==> src/hdl/hsvc_pkg.sv <==
// Shared types and constants for the HSV to RGB converter.
// Depends on nothing; imported by hsvc_term and hsv_to_rgb_converter.
`default_nettype none

package hsvc_pkg;

  // Saturation and value are carried in thousandths.
  typedef logic [9:0] unit_t;
  // Hue sector number, hue div 60 (0 to 8 for a 9-bit hue).
  typedef logic [3:0] sector_t;
  // Offset inside a sector, hue mod 60.
  typedef logic [5:0] deg_t;
  // One 8-bit color channel.
  typedef logic [7:0] chan_t;

  localparam unit_t FULL_SCALE = 10'd1000;
  localparam deg_t  SECTOR_DEG = 6'd60;
  // 60 * 1000, the span of s * k.
  localparam logic [15:0] SPAN = 16'd60000;

  // hue div 60 as (hue * 1093) >> 16, exact for every 9-bit hue.
  localparam logic [10:0] DIV60_MUL   = 11'd1093;
  localparam int          DIV60_SHIFT = 16;

  // Channel = floor(x * 255 / 60e6) = floor(floor(x * 17 / 256) / 15625).
  // The last division is a multiply by ceil(2^36 / 15625) and a shift,
  // exact for every quotient input below 4.0e6.
  localparam logic [22:0] RECIP_MUL   = 23'd4398047;
  localparam int          RECIP_SHIFT = 36;

  // Sectors; five and above all use the last formula set.
  localparam sector_t SEC_RED_YEL   = 4'd0;
  localparam sector_t SEC_YEL_GRN   = 4'd1;
  localparam sector_t SEC_GRN_CYN   = 4'd2;
  localparam sector_t SEC_CYN_BLU   = 4'd3;
  localparam sector_t SEC_BLU_MAG   = 4'd4;

endpackage

`default_nettype wire

==> src/hdl/hsv_to_rgb_converter.sv <==
// Top level of the HSV to RGB converter: hue split, four channel terms, sector select.
// Depends on hsvc_pkg and hsvc_term.
//
//   channel | ports                                           | direction
//   input   | start, busy, in_hue, in_saturation, in_brightness | in, busy out
//   result  | out_valid, out_red, out_green, out_blue           | out
//
// One pixel is taken in every cycle while busy is low; busy is high only in reset.
// Each result appears for one cycle, with out_valid, after its pixel passes every stage.
// Depth comes from the stages: hue div 60, remainder, s * k, v * (60000 - s * k),
// the reciprocal multiply and the output register, each a register stage of its own.
// Reset clears the valid bits only; data registers run free.
// The receiver cannot stall, so no stage ever holds.
`default_nettype none

module hsv_to_rgb_converter
  import hsvc_pkg::*;
(
  input  wire logic  clk,
  input  wire logic  rst_n,
  input  wire logic  start,
  output logic       busy,
  input  wire logic [8:0] in_hue,
  input  wire unit_t in_saturation,
  input  wire unit_t in_brightness,
  output logic       out_valid,
  output chan_t      out_red,
  output chan_t      out_green,
  output chan_t      out_blue
);

  logic        accept;
  logic [4:0]  vld_r, vld_nxt;
  unit_t       sat_c, bri_c;
  logic [19:0] sec_prod;

  logic [8:0]  hue1_r;
  sector_t     sec1_r, sec2_r, sec3_r, sec4_r, sec5_r;
  unit_t       sat1_r, bri1_r, sat2_r, bri2_r;
  logic [9:0]  sec_x60, rem_w;
  deg_t        rem2_r, remc2_r;

  chan_t       cv, cp, cq, ct;
  chan_t       red_nxt, green_nxt, blue_nxt;
  logic        out_valid_r;
  chan_t       red_r, green_r, blue_r;

  assign busy   = !rst_n;
  assign accept = start && !busy;

  // Valid bits travel alongside the data stages.
  assign vld_nxt = {vld_r[3:0], accept};

  always_ff @(posedge clk) begin
    if (!rst_n) begin
      vld_r       <= '0;
      out_valid_r <= 1'b0;
    end else begin
      vld_r       <= vld_nxt;
      out_valid_r <= vld_r[4];
    end
  end

  // Stage one: clamp s and v, find the sector by reciprocal multiply.
  assign sat_c    = (in_saturation > FULL_SCALE) ? FULL_SCALE : in_saturation;
  assign bri_c    = (in_brightness > FULL_SCALE) ? FULL_SCALE : in_brightness;
  assign sec_prod = 20'(in_hue) * 20'(DIV60_MUL);

  // Stage two: remainder inside the sector and its complement.
  assign sec_x60 = {sec1_r, 6'b000000} - {4'b0000, sec1_r, 2'b00};
  assign rem_w   = {1'b0, hue1_r} - sec_x60;

  always_ff @(posedge clk) begin
    hue1_r  <= in_hue;
    sec1_r  <= sec_prod[DIV60_SHIFT +: 4];
    sat1_r  <= sat_c;
    bri1_r  <= bri_c;
    sec2_r  <= sec1_r;
    sat2_r  <= sat1_r;
    bri2_r  <= bri1_r;
    rem2_r  <= rem_w[5:0];
    remc2_r <= SECTOR_DEG - rem_w[5:0];
    sec3_r  <= sec2_r;
    sec4_r  <= sec3_r;
    sec5_r  <= sec4_r;
  end

  // The four candidate channel values v, p, q and t.
  hsvc_term u_term_v (.clk(clk), .sat(sat2_r), .bri(bri2_r), .k(6'd0),       .chan(cv));
  hsvc_term u_term_p (.clk(clk), .sat(sat2_r), .bri(bri2_r), .k(SECTOR_DEG), .chan(cp));
  hsvc_term u_term_q (.clk(clk), .sat(sat2_r), .bri(bri2_r), .k(rem2_r),     .chan(cq));
  hsvc_term u_term_t (.clk(clk), .sat(sat2_r), .bri(bri2_r), .k(remc2_r),    .chan(ct));

  // Six-sector selection; sector five and beyond share one formula set.
  always_comb begin
    case (sec5_r)
      SEC_RED_YEL: begin
        red_nxt = cv; green_nxt = ct; blue_nxt = cp;
      end
      SEC_YEL_GRN: begin
        red_nxt = cq; green_nxt = cv; blue_nxt = cp;
      end
      SEC_GRN_CYN: begin
        red_nxt = cp; green_nxt = cv; blue_nxt = ct;
      end
      SEC_CYN_BLU: begin
        red_nxt = cp; green_nxt = cq; blue_nxt = cv;
      end
      SEC_BLU_MAG: begin
        red_nxt = ct; green_nxt = cp; blue_nxt = cv;
      end
      default: begin
        red_nxt = cv; green_nxt = cp; blue_nxt = cq;
      end
    endcase
  end

  // Output register.
  always_ff @(posedge clk) begin
    red_r   <= red_nxt;
    green_r <= green_nxt;
    blue_r  <= blue_nxt;
  end

  assign out_valid = out_valid_r;
  assign out_red   = red_r;
  assign out_green = green_r;
  assign out_blue  = blue_r;

  // A result only ever follows a matching transfer.
  a_no_phantom: assert property (@(posedge clk) disable iff (!rst_n)
    out_valid |-> $past(start, 6))
    else $error("result without a matching transfer");

  // Zero saturation gives a gray pixel.
  a_gray: assert property (@(posedge clk) disable iff (!rst_n)
    (out_valid && $past(in_saturation, 6) == 10'd0) |->
      (out_red == out_green && out_green == out_blue))
    else $error("zero saturation did not give gray");

  // In the first sector red leads, then green, then blue.
  a_order: assert property (@(posedge clk) disable iff (!rst_n)
    (out_valid && $past(in_hue, 6) < 9'd60) |->
      (out_red >= out_green && out_green >= out_blue))
    else $error("channel order wrong in first sector");

endmodule

`default_nettype wire

==> src/hdl/hsvc_term.sv <==
// One channel term v * (60000 - s * k) * 255 / 60e6, floored, in three stages.
// Depends on hsvc_pkg for types and scaling constants.
`default_nettype none

module hsvc_term
  import hsvc_pkg::*;
(
  input  wire logic  clk,
  input  wire unit_t sat,
  input  wire unit_t bri,
  input  wire deg_t  k,
  output chan_t      chan
);

  logic [15:0] sk_r, sk_nxt;
  unit_t       bri_r;
  logic [25:0] x_r, x_nxt;
  logic [15:0] diff;
  logic [30:0] y;
  logic [22:0] z;
  logic [45:0] p_r, p_nxt;

  // Stage one: the product s * k, at most 60000 with s clamped.
  assign sk_nxt = 16'(sat) * 16'(k);

  // Stage two: scale the complement by the brightness.
  assign diff  = SPAN - sk_r;
  assign x_nxt = 26'(bri_r) * 26'(diff);

  // Stage three: times 17, drop eight bits, then the reciprocal of 15625.
  assign y     = {1'b0, x_r, 4'b0000} + 31'(x_r);
  assign z     = y[30:8];
  assign p_nxt = 46'(z) * 46'(RECIP_MUL);

  always_ff @(posedge clk) begin
    sk_r  <= sk_nxt;
    bri_r <= bri;
    x_r   <= x_nxt;
    p_r   <= p_nxt;
  end

  assign chan = p_r[RECIP_SHIFT +: 8];

endmodule

`default_nettype wire

==> config.mk <==
export PLATFORM = sky130hd
export DESIGN_NAME = hsv_to_rgb_converter
export DESIGN_NICKNAME = d
export VERILOG_FILES = /design/src/hdl/hsvc_pkg.sv /design/src/hdl/hsv_to_rgb_converter.sv /design/src/hdl/hsvc_term.sv
export SDC_FILE = /design/constraint.sdc
export NUM_CORES = 2
export LEC_CHECK = 0
export ABC_CLOCK_PERIOD_IN_PS = 18900
export BUFFER_PORTS_ARGS = -buffer_cell sky130_fd_sc_hd__buf_4
export CORE_ASPECT_RATIO = 1.25
export CORE_MARGIN = 2
export CORE_UTILIZATION = 60
export DETAILED_ROUTE_END_ITERATION = 8
export HOLD_SLACK_MARGIN = 0.12
export PLACE_DENSITY = 0.75
export SKIP_LAST_GASP = 1
export SYNTH_ARGS = -nofsm -noshare
export SYNTH_HDL_FRONTEND = slang
export SYNTH_HIERARCHICAL = 1
export SYNTH_SLANG_ARGS = --single-unit
==> constraint.sdc <==
create_clock -name clk -period 18.9 [get_ports clk]
set_input_delay 3.78 -clock clk [delete_from_list [all_inputs] [get_ports clk]]
set_output_delay 3.78 -clock clk [all_outputs]
set_load 0.05 [all_outputs]
==> flow_metrics.tcl <==
set metrics [dict create \
    rsz0062_at_grt "no" \
    end_kind "flop" \
    antenna_found_initial 6 \
    crit_required_ns 19.44 \
    synth_area_leaders "fa_1 34%, ha_1 21%, inv_1 9.3%, dfxtp_1 8.8%, nand2_1 3.6%" \
    yosysUniqueCellTypes 121 \
    critical_path_arrival_ns 10.11 \
    wl_um 181000 \
    cts_made_buffers 42 \
    areaGrowthSynthToFinish_pct 4.84 \
    synth_seq_cells 347 \
    avgViaCountPerCell 5.45 \
    layout_setup_ws_ns 9.32 \
    synth.top_cell.area_share 0.345 \
    grt_pass1_wl_um 301000 \
    crit_buf_inv 4 \
    grt_usage 0.275 \
    cpPeakStageDelay_ns 0.73 \
    synthArstFlopShare 0 \
    timing.final.crit_share 0.507 \
    num_rows 149 \
    crit_path_max_fanout 8 \
    core-area_um2 131000 \
    setup_viol 0 \
    grt_pass1_vias 60953 \
    start_util 0.602 \
    multi_input_area_um2 64200 \
    tightest_slew_ns 1.17 \
    antenna_left 0 \
    clock-skew-final_ns 0.0388 \
    slew_viol_final 0 \
    rr_worst_depth 28 \
    use_met3 0.0307 \
    cts_setup_buffers 0 \
    hold_buffers 0 \
    dieArea_um2 135000 \
    cp-start-kind "flop" \
    drive_gt1_frac 0.0371 \
    use_met2 0.498 \
    first_pass_iters 6 \
    synth_cells 8406 \
    synth_area_um2 79100 \
    clockRootBuffer "clkbuf_16" \
    slowest_stage "xor2_1" \
    crit_top_cell "fa_1" \
    place_hpwl_um 155000 \
    clock_latency_ns 0.61 \
    synth_edf_count 0 \
    cts.htree.levels 2 \
    num_io_pins 58 \
    pre_cts_slack_ns 9.41 \
    hold_viol_final 0 \
    vias 55613 \
    status "complete, no violations" \
    dieWidth_um 329 \
    grt_start_max_net_pins 33 \
    path_class "flop to flop" \
    post_cts_resized 0 \
    setup-tns-final_ns 0 \
    place.port_buffers 57 \
    whs_path_depth 0 \
    drtIter0Drc 2607 \
    crit_cells 28 \
    die_y_um 410 \
    clkTransAtPathRegs_ns 0.06 \
    grt.overflow.total 0 \
    synthFlopType "dfxtp_1" \
    avgSynthCellArea_um2 9.41 \
    place.gp.congestion 0.976 \
    yosys.area.top_type "fa_1" \
    cts_tree "yes" \
    ys_seq_area_frac 0.0878 \
    regArea_um2 6950 \
    cpLargestDelayFamily "adder cells" \
    drc 0 \
    top_usage_layer "met2" \
    yosys_warnings 6 \
    fin_nets 11176 \
    gr-usage-met1 0.344 \
    clock-sinks 347 \
    fillers 10875 \
    fin_crit_ns 9.58 \
    hold_class "flop to flop" \
    cts.path.max_buffers 3 \
    drv_cap 0 \
    slew_headroom 0.221 \
    routedWlPerCell_um 17.7 \
    max_freq_mhz 104 \
]
[cells in the final DEF, fill, tap and decap left out, types with 11 or more instances in the layout]
master and count:
o41ai_1 11, a21o_1 189, mux2i_1 13, and2_1 364, xor2_1 194, dfxtp_1 347
a211oi_1 29, inv_1 1969, nand3_1 86, and3_1 40, a31oi_1 17, a31o_2 11
or3_1 12, nor4_1 12, nor2_1 214, fa_1 1363, buf_4 110, o2111ai_1 13
nor3_1 65, a21oi_1 314, ha_1 1355, or2_2 12, xnor2_1 285, o21ai_0 125
nor2b_1 40, nand2_1 752, o21a_1 52, mux2_2 13, o21bai_1 31, nand2b_1 36
clkbuf_16 43, o211ai_1 18, nand4_1 29, conb_1 12, o31ai_1 18
[through the flow]
step	hold WS, ns	cells	util	cell area (µm²)
after floorplan	0.310	8416	-	79200
after global placement	0.310	10118	0.621	81600
after detailed placement	0.312	10118	0.621	81600
after CTS	0.326	10194	0.631	82900
after global routing	0.327	10194	0.631	82900
final	0.324	10198	0.631	83000
[routing by layer]
layer / vias to the layer above / routed length, µm
met5: - / 46
met4: 8 / 5440
met3: 311 / 7960
met2: 1280 / 91900
met1: 27710 / 75200
li1: 26304 / -
[cell usage after synthesis (all sizes together), types with 42 or more instances]
master     n
nor2     219
xnor2    299
and2     367
o21ai    136
nand3     86
o21a      52
a21o     191
inv     1974
nand2    753
dfxtp    347
and3      42
fa      1363
clkbuf   111
a21oi    329
ha      1355
xor2     206
nor3      66
[path summary, 6_finish.rpt]
kind / startpoint / end / slack [ns]
worst max register to register: u_term_q/x_r[6] / u_term_q/p_r[42] / 9.32
worst min register to register: sat1_r[9] / sat2_r[9] / 0.32
worst max-delay path: u_term_q/x_r[6] / u_term_q/p_r[42] / 9.32
worst min-delay path: sat1_r[9] / sat2_r[9] / 0.32
[state kept, by name, indices dropped and copies added (netlist names), 16 cells and up]
signal / cells
u_term_v/sk_r: 16
u_term_p/sk_r: 16
u_term_v/x_r: 26
u_term_q/x_r: 26
u_term_p/x_r: 26
u_term_t/x_r: 26
u_term_q/sk_r: 16
u_term_t/sk_r: 16
[logic make-up after synthesis]
logic type / share of synthesized area
AOI/OAI and AO/OA: 0.0841
xor gates and xnor gates: 0.0604
adders and majority gates: 0.559
buffers and inverters: 0.101
DFF: 0.0878
muxes: 0.00367
other: 0.0000949
and+or+nand+nor: 0.103
[final cells by class]
class | count | area share
Antenna cell | 4 | 0.000121
Clock buffer | 53 | 0.0140
Clock inverter | 23 | 0.00270
Inverter | 1974 | 0.0893
Multi-Input combinational cell | 5951 | 0.774
Sequential cell | 347 | 0.0837
Tap cell | 1736 | 0.0262
Timing Repair Buffer | 110 | 0.00995
Power is left out: the tool's default activity adds up to more than one toggle a clock period on the data nets, which glitch-free logic cannot reach.
